**config.mk**
```make
export PLATFORM = sky130hd
export DESIGN_NAME = memory_map_line_parser_core_flat
export DESIGN_NICKNAME = d
export VERILOG_FILES = /design/src/hw/rtl/mmlp_pkg.sv /design/src/hw/rtl/mmlp_in_if.sv /design/src/hw/rtl/mmlp_out_if.sv /design/src/hw/rtl/mmlp_cfg_if.sv /design/src/hw/rtl/mmlp_range_check.sv /design/src/hw/rtl/memory_map_line_parser_core.sv /design/src/flat_wrapper.sv
export SDC_FILE = /design/constraint.sdc
export NUM_CORES = 1
export LEC_CHECK = 0
export ABC_AREA = 1
export BUFFER_PORTS_ARGS = -buffer_cell sky130_fd_sc_hd__buf_2
export CORE_MARGIN = 4
export CORE_UTILIZATION = 35
export CTS_BUF_LIST = sky130_fd_sc_hd__clkbuf_8
export CTS_CLUSTER_DIAMETER = 150
export DETAILED_ROUTE_END_ITERATION = 8
export GPL_ROUTABILITY_DRIVEN = 0
export PLACE_DENSITY = 0.54
export SLEW_MARGIN = 40
export SYNTH_ARGS = -nofsm -noshare
export SYNTH_HDL_FRONTEND = slang
export SYNTH_HIERARCHICAL = 1
export SYNTH_SLANG_ARGS = --single-unit
```
**constraint.sdc**
```tcl
create_clock -name clk -period 5.5 [get_ports clk]
set_clock_uncertainty 0.1 [all_clocks]
set_input_delay 1.1 -clock clk [delete_from_list [all_inputs] [get_ports clk]]
set_output_delay 1.1 -clock clk [all_outputs]
set_load 0.02 [all_outputs]
```
**src/hw/rtl/mmlp_pkg.sv**
```systemverilog
// Package for the memory-map line parser: widths, character codes,
// parse phase type and helper functions. No dependencies.
package mmlp_pkg;

    localparam int MAX_DIGITS     = 16;
    localparam int COUNT_BITS     = 16;
    localparam int ADDR_BITS      = 64;
    localparam int BYTE_BITS      = 8;
    localparam int PERM_BITS      = 6;
    localparam int COUNT_OUT_BITS = 16;
    localparam int CFG_INDEX_BITS = 8;
    localparam int DIGIT_CNT_BITS = $clog2(MAX_DIGITS + 1);

    typedef logic [ADDR_BITS-1:0]      addr_t;
    typedef logic [BYTE_BITS-1:0]      byte_t;
    typedef logic [PERM_BITS-1:0]      perm_t;
    typedef logic [COUNT_BITS-1:0]     count_t;
    typedef logic [COUNT_OUT_BITS-1:0] count_out_t;
    typedef logic [CFG_INDEX_BITS-1:0] cfg_index_t;
    typedef logic [DIGIT_CNT_BITS-1:0] digit_cnt_t;

    localparam cfg_index_t REG_STACK_POINTER = cfg_index_t'(0);
    localparam cfg_index_t REG_HEAP_START    = cfg_index_t'(1);

    localparam byte_t CH_ZERO    = 8'd48;
    localparam byte_t CH_NINE    = 8'd57;
    localparam byte_t CH_A       = 8'd97;
    localparam byte_t CH_Z       = 8'd122;
    localparam byte_t CH_NEWLINE = 8'd10;
    localparam byte_t CH_R       = 8'd114;
    localparam byte_t CH_W       = 8'd119;
    localparam byte_t CH_X       = 8'd120;
    localparam byte_t CH_P       = 8'd112;

    localparam perm_t FLAG_HEAP  = perm_t'(16);
    localparam perm_t FLAG_STACK = perm_t'(32);

    localparam count_t     COUNT_MAX      = {COUNT_BITS{1'b1}};
    localparam digit_cnt_t DIGIT_LAST     = digit_cnt_t'(MAX_DIGITS - 1);

    typedef enum logic [3:0] {
        PH_LOW   = 4'b0001,
        PH_HIGH  = 4'b0010,
        PH_PERMS = 4'b0100,
        PH_SKIP  = 4'b1000
    } phase_t;

    typedef struct packed {
        logic stack_hit;
        logic heap_hit;
    } range_hit_t;

    function automatic byte_t perm_letter(input logic [1:0] idx);
        byte_t letter;
        case (idx)
            2'd0:    letter = CH_R;
            2'd1:    letter = CH_W;
            2'd2:    letter = CH_X;
            default: letter = CH_P;
        endcase
        return letter;
    endfunction

endpackage

```
**src/hw/rtl/mmlp_in_if.sv**
```systemverilog
// Input channel of the memory-map line parser: one text byte or end flag per word.
// Depends on mmlp_pkg.
interface mmlp_in_if;
    logic                  valid;
    logic                  ready;
    mmlp_pkg::byte_t       text_byte;
    logic                  end_of_input;

    modport source (output valid, output text_byte, output end_of_input, input ready);
    modport sink   (input valid, input text_byte, input end_of_input, output ready);
endinterface

```
**src/hw/rtl/mmlp_out_if.sv**
```systemverilog
// Result channel of the memory-map line parser: one entry or end marker per word.
// Depends on mmlp_pkg.
interface mmlp_out_if;
    logic                   valid;
    logic                   ready;
    mmlp_pkg::addr_t        range_low;
    mmlp_pkg::addr_t        range_high;
    mmlp_pkg::perm_t        permissions;
    logic                   is_end;
    mmlp_pkg::count_out_t   entry_count;

    modport source (output valid, output range_low, output range_high,
                    output permissions, output is_end, output entry_count, input ready);
    modport sink   (input valid, input range_low, input range_high,
                    input permissions, input is_end, input entry_count, output ready);
endinterface

```
**src/hw/rtl/mmlp_cfg_if.sv**
```systemverilog
// Configuration write channel of the memory-map line parser.
// Depends on mmlp_pkg.
interface mmlp_cfg_if;
    logic                   valid;
    logic                   ready;
    mmlp_pkg::cfg_index_t   index;
    mmlp_pkg::addr_t        data;

    modport source (output valid, output index, output data, input ready);
    modport sink   (input valid, input index, input data, output ready);
endinterface

```
**src/hw/rtl/mmlp_range_check.sv**
```systemverilog
// Stack and heap containment test of one parsed address range.
// Depends on mmlp_pkg.
module mmlp_range_check (
    input  mmlp_pkg::addr_t      range_low,
    input  mmlp_pkg::addr_t      range_high,
    input  mmlp_pkg::addr_t      stack_pointer,
    input  mmlp_pkg::addr_t      heap_start,
    output mmlp_pkg::range_hit_t hit
);
    import mmlp_pkg::*;

    always_comb
    begin
        hit.stack_hit = (stack_pointer >= range_low) && (stack_pointer <= range_high);
        hit.heap_hit  = !hit.stack_hit &&
                        (heap_start >= range_low) && (heap_start <= range_high);
    end
endmodule

```
**src/hw/rtl/memory_map_line_parser_core.sv**
```systemverilog
// Memory-map line parser top level: byte-wide parse state and result register.
// Depends on mmlp_pkg, mmlp_in_if, mmlp_out_if, mmlp_cfg_if, mmlp_range_check.
// Output: a result is on the output in the cycle after the newline or end word.
// Throughput: one text byte per cycle; the single output register stalls input
// only while a result waits and the sink holds ready low.
// Reset: asynchronous, clears the parse phase, counters, parse and config registers and output valid.
module memory_map_line_parser_core (
    input  logic       clk,
    input  logic       rst_n,
    mmlp_in_if.sink    item_in,
    mmlp_out_if.source item_out,
    mmlp_cfg_if.sink   cfg
);
    import mmlp_pkg::*;

    phase_t      phase_reg, phase_next;
    addr_t       acc_reg, acc_next;
    digit_cnt_t  digit_cnt_reg, digit_cnt_next;
    addr_t       low_reg, low_next;
    addr_t       high_reg, high_next;
    logic [3:0]  perm_bits_reg, perm_bits_next;
    logic [1:0]  perm_idx_reg, perm_idx_next;
    count_t      entries_reg, entries_next;
    logic        finished_reg, finished_next;
    addr_t       stack_reg;
    addr_t       heap_reg;

    logic        out_valid_reg, out_valid_next;
    addr_t       out_low_reg, out_low_next;
    addr_t       out_high_reg, out_high_next;
    perm_t       out_perm_reg, out_perm_next;
    logic        out_end_reg, out_end_next;
    count_out_t  out_count_reg, out_count_next;

    logic        accept;
    logic        is_digit;
    logic [5:0]  digit_val;
    byte_t       c;
    addr_t       acc_shifted;
    range_hit_t  hit;

    assign cfg.ready     = 1'b1;
    assign item_in.ready = !out_valid_reg || item_out.ready;
    assign accept        = item_in.valid && item_in.ready;
    assign c             = item_in.text_byte;

    mmlp_range_check u_range_check (
        .range_low     (low_reg),
        .range_high    (high_reg),
        .stack_pointer (stack_reg),
        .heap_start    (heap_reg),
        .hit           (hit)
    );

    always_comb
    begin
        is_digit  = 1'b0;
        digit_val = 6'd0;
        if (c inside {[CH_ZERO:CH_NINE]})
        begin
            is_digit  = 1'b1;
            digit_val = 6'(c - CH_ZERO);
        end
        else if (c inside {[CH_A:CH_Z]})
        begin
            is_digit  = 1'b1;
            digit_val = 6'(c - CH_A + 8'd10);
        end
        acc_shifted = {acc_reg[ADDR_BITS-5:0], 4'b0000} + ADDR_BITS'(digit_val);
    end

    always_comb
    begin
        phase_next     = phase_reg;
        acc_next       = acc_reg;
        digit_cnt_next = digit_cnt_reg;
        low_next       = low_reg;
        high_next      = high_reg;
        perm_bits_next = perm_bits_reg;
        perm_idx_next  = perm_idx_reg;
        entries_next   = entries_reg;
        finished_next  = finished_reg;

        out_valid_next = out_valid_reg && !item_out.ready;
        out_low_next   = out_low_reg;
        out_high_next  = out_high_reg;
        out_perm_next  = out_perm_reg;
        out_end_next   = out_end_reg;
        out_count_next = out_count_reg;

        if (accept && !finished_reg)
        begin
            if (item_in.end_of_input)
            begin
                finished_next  = 1'b1;
                out_valid_next = 1'b1;
                out_low_next   = '0;
                out_high_next  = '0;
                out_perm_next  = '0;
                out_end_next   = 1'b1;
                out_count_next = COUNT_OUT_BITS'(entries_reg);
            end
            else
            begin
                case (phase_reg)
                    PH_LOW, PH_HIGH:
                    begin
                        if (is_digit && digit_cnt_reg != DIGIT_LAST)
                        begin
                            acc_next       = acc_shifted;
                            digit_cnt_next = digit_cnt_reg + 1'b1;
                        end
                        else
                        begin
                            if (phase_reg == PH_LOW)
                            begin
                                low_next   = is_digit ? acc_shifted : acc_reg;
                                phase_next = PH_HIGH;
                            end
                            else
                            begin
                                high_next      = is_digit ? acc_shifted : acc_reg;
                                phase_next     = PH_PERMS;
                                perm_bits_next = '0;
                                perm_idx_next  = '0;
                            end
                            acc_next       = '0;
                            digit_cnt_next = '0;
                        end
                    end
                    PH_PERMS:
                    begin
                        if (c == perm_letter(perm_idx_reg))
                            perm_bits_next = perm_bits_reg | (4'b0001 << perm_idx_reg);
                        perm_idx_next = perm_idx_reg + 1'b1;
                        if (perm_idx_reg == 2'd3)
                            phase_next = PH_SKIP;
                    end
                    PH_SKIP:
                    begin
                        if (c == CH_NEWLINE)
                        begin
                            if (entries_reg != COUNT_MAX)
                                entries_next = entries_reg + 1'b1;
                            out_valid_next = 1'b1;
                            out_low_next   = low_reg;
                            out_high_next  = high_reg;
                            out_perm_next  = PERM_BITS'(perm_bits_reg)
                                           | (hit.stack_hit ? FLAG_STACK : '0)
                                           | (hit.heap_hit  ? FLAG_HEAP  : '0);
                            out_end_next   = 1'b0;
                            out_count_next = COUNT_OUT_BITS'(entries_next);
                            phase_next     = PH_LOW;
                            acc_next       = '0;
                            digit_cnt_next = '0;
                            perm_bits_next = '0;
                            perm_idx_next  = '0;
                        end
                    end
                    default:
                    begin
                        phase_next = PH_LOW;
                    end
                endcase
            end
        end
    end

    always_ff @(posedge clk or negedge rst_n)
    begin
        if (!rst_n)
        begin
            phase_reg     <= PH_LOW;
            acc_reg       <= '0;
            digit_cnt_reg <= '0;
            low_reg       <= '0;
            high_reg      <= '0;
            perm_bits_reg <= '0;
            perm_idx_reg  <= '0;
            entries_reg   <= '0;
            finished_reg  <= 1'b0;
            out_valid_reg <= 1'b0;
            stack_reg     <= '0;
            heap_reg      <= '0;
        end
        else
        begin
            phase_reg     <= phase_next;
            acc_reg       <= acc_next;
            digit_cnt_reg <= digit_cnt_next;
            low_reg       <= low_next;
            high_reg      <= high_next;
            perm_bits_reg <= perm_bits_next;
            perm_idx_reg  <= perm_idx_next;
            entries_reg   <= entries_next;
            finished_reg  <= finished_next;
            out_valid_reg <= out_valid_next;
            if (cfg.valid && cfg.ready)
            begin
                if (cfg.index == REG_STACK_POINTER)
                    stack_reg <= cfg.data;
                else if (cfg.index == REG_HEAP_START)
                    heap_reg <= cfg.data;
            end
        end
    end

    always_ff @(posedge clk)
    begin
        out_low_reg   <= out_low_next;
        out_high_reg  <= out_high_next;
        out_perm_reg  <= out_perm_next;
        out_end_reg   <= out_end_next;
        out_count_reg <= out_count_next;
    end

    assign item_out.valid       = out_valid_reg;
    assign item_out.range_low   = out_low_reg;
    assign item_out.range_high  = out_high_reg;
    assign item_out.permissions = out_perm_reg;
    assign item_out.is_end      = out_end_reg;
    assign item_out.entry_count = out_count_reg;
endmodule
```
**src/flat_wrapper.sv**
```systemverilog
// flat-port wrapper written by rule: the top's interface ports become plain ports
module memory_map_line_parser_core_flat import mmlp_pkg::*;
  (clk, rst_n, item_in_valid, item_in_text_byte, item_in_end_of_input, item_in_ready, item_out_valid, item_out_range_low, item_out_range_high, item_out_permissions, item_out_is_end, item_out_entry_count, item_out_ready, cfg_valid, cfg_index, cfg_data, cfg_ready);
  mmlp_in_if item_in_i ();
  mmlp_out_if item_out_i ();
  mmlp_cfg_if cfg_i ();
  input  logic clk;
  input  logic rst_n;
  input wire logic [$bits(item_in_i.valid)-1:0] item_in_valid;
  input wire logic [$bits(item_in_i.text_byte)-1:0] item_in_text_byte;
  input wire logic [$bits(item_in_i.end_of_input)-1:0] item_in_end_of_input;
  output wire logic [$bits(item_in_i.ready)-1:0] item_in_ready;
  output wire logic [$bits(item_out_i.valid)-1:0] item_out_valid;
  output wire logic [$bits(item_out_i.range_low)-1:0] item_out_range_low;
  output wire logic [$bits(item_out_i.range_high)-1:0] item_out_range_high;
  output wire logic [$bits(item_out_i.permissions)-1:0] item_out_permissions;
  output wire logic [$bits(item_out_i.is_end)-1:0] item_out_is_end;
  output wire logic [$bits(item_out_i.entry_count)-1:0] item_out_entry_count;
  input wire logic [$bits(item_out_i.ready)-1:0] item_out_ready;
  input wire logic [$bits(cfg_i.valid)-1:0] cfg_valid;
  input wire logic [$bits(cfg_i.index)-1:0] cfg_index;
  input wire logic [$bits(cfg_i.data)-1:0] cfg_data;
  output wire logic [$bits(cfg_i.ready)-1:0] cfg_ready;
  assign item_in_i.valid = item_in_valid;
  assign item_in_i.text_byte = item_in_text_byte;
  assign item_in_i.end_of_input = item_in_end_of_input;
  assign item_in_ready = item_in_i.ready;
  assign item_out_valid = item_out_i.valid;
  assign item_out_range_low = item_out_i.range_low;
  assign item_out_range_high = item_out_i.range_high;
  assign item_out_permissions = item_out_i.permissions;
  assign item_out_is_end = item_out_i.is_end;
  assign item_out_entry_count = item_out_i.entry_count;
  assign item_out_i.ready = item_out_ready;
  assign cfg_i.valid = cfg_valid;
  assign cfg_i.index = cfg_index;
  assign cfg_i.data = cfg_data;
  assign cfg_ready = cfg_i.ready;
  memory_map_line_parser_core u_core (.clk(clk), .rst_n(rst_n), .item_in(item_in_i), .item_out(item_out_i), .cfg(cfg_i));
endmodule
```
==> flow_summary.toml, run 1 <==
[detailed_routing]
routedWlPerCell_um = 17.1
dr_wl_met2_um = 39400
highest_layer = "met4"
antenna_left = 0
drcViolationCount = 0
vias = 23945
first_pass_iters = 6
wl_met1_um = 40400
met3_length_um = 3890
wirelength_um = 85500
avgViaCountPerCell = 4.78
drtIter0Drc = 1738

[synth]
syn_inst = 3608
async_flop_share_pct = 70.0
synth_edf_count = 151
syn_area_mm2 = 0.0289
synth_fa_ha_area_share_pct = 11.9
synth_top_flop_cell = "dfrtp_1"
yosysWarnings = 6
muxShareOfSynthArea_pct = 0
synth-simple-area-share_pct = 23.5
ys_seq_area_share_pct = 46.2
synth_cell_types = 46
synth_fp_nets = 3969
synth_xor_area_share_pct = 0.879
synth_compound_gate_area_share_pct = 9.19
ys_seq_elements = 504
synth_top_family_by_area = "simple AND/OR/NAND/NOR gates"
syn_avg_cell_area_um2 = 8.01

[pwr]
swShare_pct = 26.3
power_frac_comb_pct = 7.9
p_per_area_mw_per_mm2 = 246
leakage_nw = 17.4
seqPwrFrac_pct = 48.6
switchingPower_mw = 2.14
vdd_drop_max_uv = 157
intPower_mw = 5.99
clkPwrFrac_pct = 43.5

[sta]
tns_ps = 0
worstMarginPinSlew_ps = 805
setup_viol = 0
maxSlewViolCount = 0
max_slew_margin_pct = 46.2
rsz0062_at_grt = "no"
max_clock_freq_mhz = 226
fin_crit_ps = 4430
period_share_pct = 80.6
hold_ws_ps = 289
hold_viol_final = 0

[cts]
cts_sinks = 504
cts_made_buffers = 89
ctsHoldBuffers = 0
root_buffer = "clkbuf_8"
cts.repair.resized = 0
clockBufferDepth = 3
clock_latency_ps = 700
path_clk_slew_ps = 60
tritoncts = "built"
cts_setup_buffers = 0
cts_max_level = 3

[setup_path]
cp_data_arrival_time_ps = 4940
r2r_slack_ps = 2470
worstSetupPathType = "in -> reg"
end_kind = "flop"
crit_fanout = 7
cp.required_ps = 6010
crit-reg2reg-capture = "u_core/item_out.permissions[4]$_SDFFCE_PP0P_"
worstSetupStartpointType = "input pin"
r2r_start = "u_core/high_reg[54]$_DFFE_PN0P_"
cp-startpoint = "item_in_text_byte[0]"
r2r_cells = 13

[grt]
grt_usage_pct = 19.6
grt-ovfl-total = 0
grt_pass1_wl_um = 134000
antenna_found_initial = 1
grt_pass1_vias = 23536
grt_max_degree = 110

[die]
die-area_mm2 = 0.0873
die_h_um = 295
rows = 105
initial_utilization_pct = 35.3
core_area_mm2 = 0.0820
io_pins = 240
die_x_um = 295

[cells_and_area]
syn_to_final_growth_pct = 14.5
final_nets = 4219
drive_above_1_share_pct = 10.9
mostFrequentLayoutCell = "nand2_1"
layout_common_cells = "nand2_1, inv_1, nor2_1"
fillCellCount = 8510

[placed_design]
hpwl_um = 64800
port_buffers = 238

[worst_hold_path]
hp-class = "in -> async"

[run]
max_cap_viol_count = 0

[status]
status = "finished, final reports clean"
-- synthesized netlist by cell type (20+ instances only) --
| master | n | area (µm²) |
|---|---|---|
| xor2_1 | 24 | 210 |
| a21oi_1 | 125 | 626 |
| nand2_1 | 1054 | 3960 |
| o21ai_0 | 350 | 1750 |
| inv_1 | 495 | 1860 |
| nor2_1 | 356 | 1340 |
| edfxtp_1 | 151 | 4530 |
| nor3_1 | 20 | 100 |
| dfrtp_1 | 352 | 8810 |
| o21ai_1 | 32 | 160 |
| nand3_1 | 140 | 701 |
| buf_2 | 38 | 190 |
| clkbuf_1 | 55 | 206 |
| nand4_1 | 46 | 288 |
| ha_1 | 274 | 3430 |
-- how the worst max path moves through the flow --
stage / endpoint / depth (start not counted)
2_1_floorplan: u_core/high_reg[42]$_DFFE_PN0P_ / 22
3_3_place_gp: u_core/high_reg[42]$_DFFE_PN0P_ / 22
3_5_place_dp: u_core/high_reg[42]$_DFFE_PN0P_ / 22
4_1_cts: u_core/high_reg[42]$_DFFE_PN0P_ / 22
5_1_grt: u_core/high_reg[54]$_DFFE_PN0P_ / 23
6_report: u_core/low_reg[54]$_DFFE_PN0P_ / 23
-- power groups by stage --
stage | combinational (mW) | clock (mW) | sequential [mW]
after floorplan | 0.359 | 0 | 4.00
after global placement | 0.634 | 0 | 4.02
after detailed placement | 0.646 | 0 | 4.02
after CTS | 0.649 | 3.66 | 3.95
after global routing | 0.732 | 3.84 | 3.95
final | 0.640 | 3.54 | 3.95
-- through the flow --
step	worst slack [ps]	utilization [%]	total power, mW	cells	cell area (µm²)
after floorplan	1380	-	4.36	3608	28900
after global placement	615	38.1	4.65	4835	31200
after detailed placement	493	38.2	4.66	4837	31300
after CTS	1250	40.4	8.25	5002	33100
after global routing	789	40.4	8.52	5006	33100
final	1070	40.4	8.13	5006	33100
-- final cells by class --
cell class              count  area, µm²  share of cell area (%)
well taps                1070       1340                    4.05
repair buffers            261       1490                    4.49
clock inverters            67        428                    1.29
clock buffers              98       1350                    4.08
diodes                      4       10.0                  0.0302
flip-flops and latches    504      13400                    40.4
multi-input cells        2494      13200                    39.9
inverters                 508       1910                    5.76
-- metal layers --
metal  track usage [%]  vias up
li1                  -    12097
met1              27.3    11247
met2              32.2      495
met3              2.83      106
met4              4.76        0
met5                 0        -
-- worst max-delay path: stages --
cell and delay (ps):
buf_2 140, inv_1 130, ha_1 190, nor2_1 40
nand2_1 50, nand3_1 220, nand2_4 180, inv_1 70
a21oi_1 360, ha_1 310, inv_1 80, fa_1 460
inv_1 110, nand2_1 70, nor2_2 200, nand2_1 170
nor2_2 430, nand3_1 130, nand2_1 90, nand2_1 80
o21ai_1 160, nand2_1 70, nand2_1 80
-- cells by family after synthesis --
kind of cell               Yosys count
xor gates and xnor gates            29
DFF                                504
other                                1
adders and majority gates          275
and+or+nand+nor                   1665
buffers and inverters              610
AOI/OAI and AO/OA                  524
No activity file was read; power rests on OpenSTA's default activity.
==> inputs of run 2 (changes only) <==
--- a/config.mk
+++ b/config.mk
@@ -5,7 +5,7 @@
 export SDC_FILE = /design/constraint.sdc
 export NUM_CORES = 1
 export LEC_CHECK = 0
-export ABC_AREA = 1
+export ABC_AREA = 0
 export BUFFER_PORTS_ARGS = -buffer_cell sky130_fd_sc_hd__buf_2
 export CORE_MARGIN = 4
 export CORE_UTILIZATION = 35
@@ -13,7 +13,7 @@
 export CTS_CLUSTER_DIAMETER = 150
 export DETAILED_ROUTE_END_ITERATION = 8
 export GPL_ROUTABILITY_DRIVEN = 0
-export PLACE_DENSITY = 0.54
+export PLACE_DENSITY = 0.55
 export SLEW_MARGIN = 40
 export SYNTH_ARGS = -nofsm -noshare
 export SYNTH_HDL_FRONTEND = slang
==> constraint.sdc (replaced) <==
create_clock -name clk -period 4.5 [get_ports clk]
set_clock_uncertainty 0.1 [all_clocks]
set_input_delay 0.9 -clock clk [delete_from_list [all_inputs] [get_ports clk]]
set_output_delay 0.9 -clock clk [all_outputs]
set_load 0.02 [all_outputs]
==> run 2 against run 1 <==
  * Global-route usage hardly changed
  * Die area is 4.2% lower
  * Largest cell class unchanged
  * Final cell count is 21% lower
==> flow_summary.toml, run 2 <==
[cells_and_area]
layout_common_cells = "dfrtp_1, nand2_1, ha_1"
syn_to_final_growth_pct = 15.7
stdcell_count = 3954
fin_area_mm2 = 0.0320
fillCellCount = 7622
final_nets = 3195
fin_util_pct = 41.1
drive_above_1_share_pct = 21.4
mostFrequentLayoutCell = "dfrtp_1"

[setup_path]
r2r_cells = 11
r2r_slack_ps = 860
crit-reg2reg-capture = "u_core/item_out.permissions[4]$_SDFFCE_PP0P_"
r2r_start = "u_core/low_reg[17]$_DFFE_PN0P_"
worstSetupPathType = "in -> reg"
crit_fanout = 5
worstSetupStartpointType = "input pin"
cp_data_arrival_time_ps = 4280
end_kind = "flop"
cp.required_ps = 4930

[cts]
cts_sinks = 504
root_buffer = "clkbuf_8"
cts_made_buffers = 88
path_clk_slew_ps = 60
cts_setup_buffers = 0
clockBufferDepth = 3
tritoncts = "built"
cts.repair.resized = 0
clock_latency_ps = 680
cts_max_level = 3
ctsHoldBuffers = 0

[pwr]
seqPwrFrac_pct = 47.2
intPower_mw = 7.48
power_frac_comb_pct = 12.6
clkPwrFrac_pct = 40.1
p_per_area_mw_per_mm2 = 323
vdd_drop_max_uv = 172
totalPowerFinal_mw = 10.3
swShare_pct = 27.7
leakage_nw = 14.3
switchingPower_mw = 2.86

[synth]
synth_top_family_by_area = "simple AND/OR/NAND/NOR gates"
syn_area_mm2 = 0.0277
synth_xor_area_share_pct = 2.53
synth_edf_count = 151
synth-simple-area-share_pct = 15.2
muxShareOfSynthArea_pct = 6.82
async_flop_share_pct = 70.0
synth_fp_nets = 2925
ys_seq_elements = 504
yosysTopAreaCell = "dfrtp_1"
synth_top_cells_by_count = "dfrtp_1, ha_1, nand2_1, inv_1, mux2_2"
syn_inst = 2564
synth_fa_ha_area_share_pct = 12.5
synth_top_cell_area_share_pct = 31.8
post-synth-top-count-cell = "dfrtp_1"
ys_seq_area_share_pct = 48.3
synth_cell_types = 87
synth_compound_gate_area_share_pct = 10.6
syn_avg_cell_area_um2 = 10.8
synth_top_flop_cell = "dfrtp_1"
synth.area.top_cells = "dfrtp_1, edfxtp_1, ha_1"
yosysWarnings = 6

[grt]
antenna_found_initial = 12
grt-ovfl-total = 0
grt_pass1_wl_um = 126000
grt_max_degree = 95
grt_pass1_vias = 21351
grt_usage_pct = 19.5

[detailed_routing]
routedWlPerCell_um = 20.9
first_pass_iters = 8
drtIter0Drc = 1505
wirelength_um = 82700
avgViaCountPerCell = 5.25
antenna_left = 0
drcViolationCount = 0
vias = 20766

[placed_design]
preCtsSetupSlack_ps = -22.9
hpwl_um = 61900
dp_cells = 3784
port_buffers = 238
placedInstanceArea_mm2 = 0.0302

[sta]
fin_crit_ps = 3850
worstMarginPinSlew_ps = 865
hold_viol_final = 0
setup_viol = 0
setup_slack_ps = 654
max_slew_margin_pct = 42.2
maxSlewViolCount = 0
hold_ws_ps = 124
rsz0062_at_grt = "no"
period_share_pct = 85.5
max_clock_freq_mhz = 260
tns_ps = 0

[die]
core_area_mm2 = 0.0778
initial_utilization_pct = 35.5
die-area_mm2 = 0.0836
die_x_um = 289
rows = 102
die_h_um = 289
io_pins = 240

[run]
max_cap_viol_count = 0

[status]
status = "finished, final reports clean"

[worst_hold_path]
hp-class = "in -> async"
run 2: worst max-delay path by stage:
stage / endpoint / slack, ps / start
after CTS: u_core/item_out.permissions[4]$_SDFFCE_PP0P_ / 720 / u_core/low_reg[17]$_DFFE_PN0P_
final: u_core/low_reg[62]$_DFFE_PN0P_ / 650 / item_in_text_byte[4]
after floorplan: u_core/item_out.entry_count[0]$_DFFE_PP_ / 20 / item_in_text_byte[0]
after detailed placement: u_core/low_reg[62]$_DFFE_PN0P_ / -20 / item_in_text_byte[4]
after global routing: u_core/low_reg[62]$_DFFE_PN0P_ / 480 / item_in_text_byte[4]
after global placement: u_core/high_reg[62]$_DFFE_PN0P_ / 8 / item_in_text_byte[4]
run 2: kinds of logic after synthesis:
logic type	count (synthesis)
AND/OR/NAND/NOR	812
flip-flops	504
buffers and inverters	273
multiplexers	168
XOR/XNOR	80
adder cells (fa/ha/maj)	275
other	1
AO/OA/AOI/OAI	451
run 2: per-layer routing:
metal	wire length [µm]	global-route usage [%]
met1	34800	24.5
met2	40800	33.8
met3	4420	3.63
met4	2510	6.90
met5	56	0
run 2: final cells by class:
type | instances | area, µm² | share of cell area [%]
sequential | 504 | 13400 | 41.8
multi-input combinational | 1787 | 13300 | 41.5
timing repair buffer | 287 | 1680 | 5.24
clock buffer | 102 | 1400 | 4.39
tap | 1040 | 1300 | 4.07
inverter | 166 | 629 | 1.97
clock inverter | 61 | 329 | 1.03
antenna | 7 | 17.5 | 0.0547
run 2: worst max-delay path: stages:
cell	delay [ps]
buf_2	120
ha_2	170
or3b_1	370
buf_4	160
a21oi_1	230
a22o_1	250
inv_1	80
fa_2	380
and3b_2	300
nand4_1	270
nor4b_2	330
buf_4	190
nand4_1	110
xor2_1	260
o211ai_1	140
run 2: power groups by stage:
| stage | combinational (mW) | clock, mW | sequential (mW) |
|---|---|---|---|
| 5_1_grt | 1.43 | 4.52 | 4.89 |
| 6_report | 1.30 | 4.15 | 4.88 |
| 3_5_place_dp | 1.30 | 0 | 4.97 |
| 4_1_cts | 1.30 | 4.31 | 4.88 |
| 3_3_place_gp | 1.26 | 0 | 4.96 |
| 2_1_floorplan | 0.768 | 0 | 4.92 |
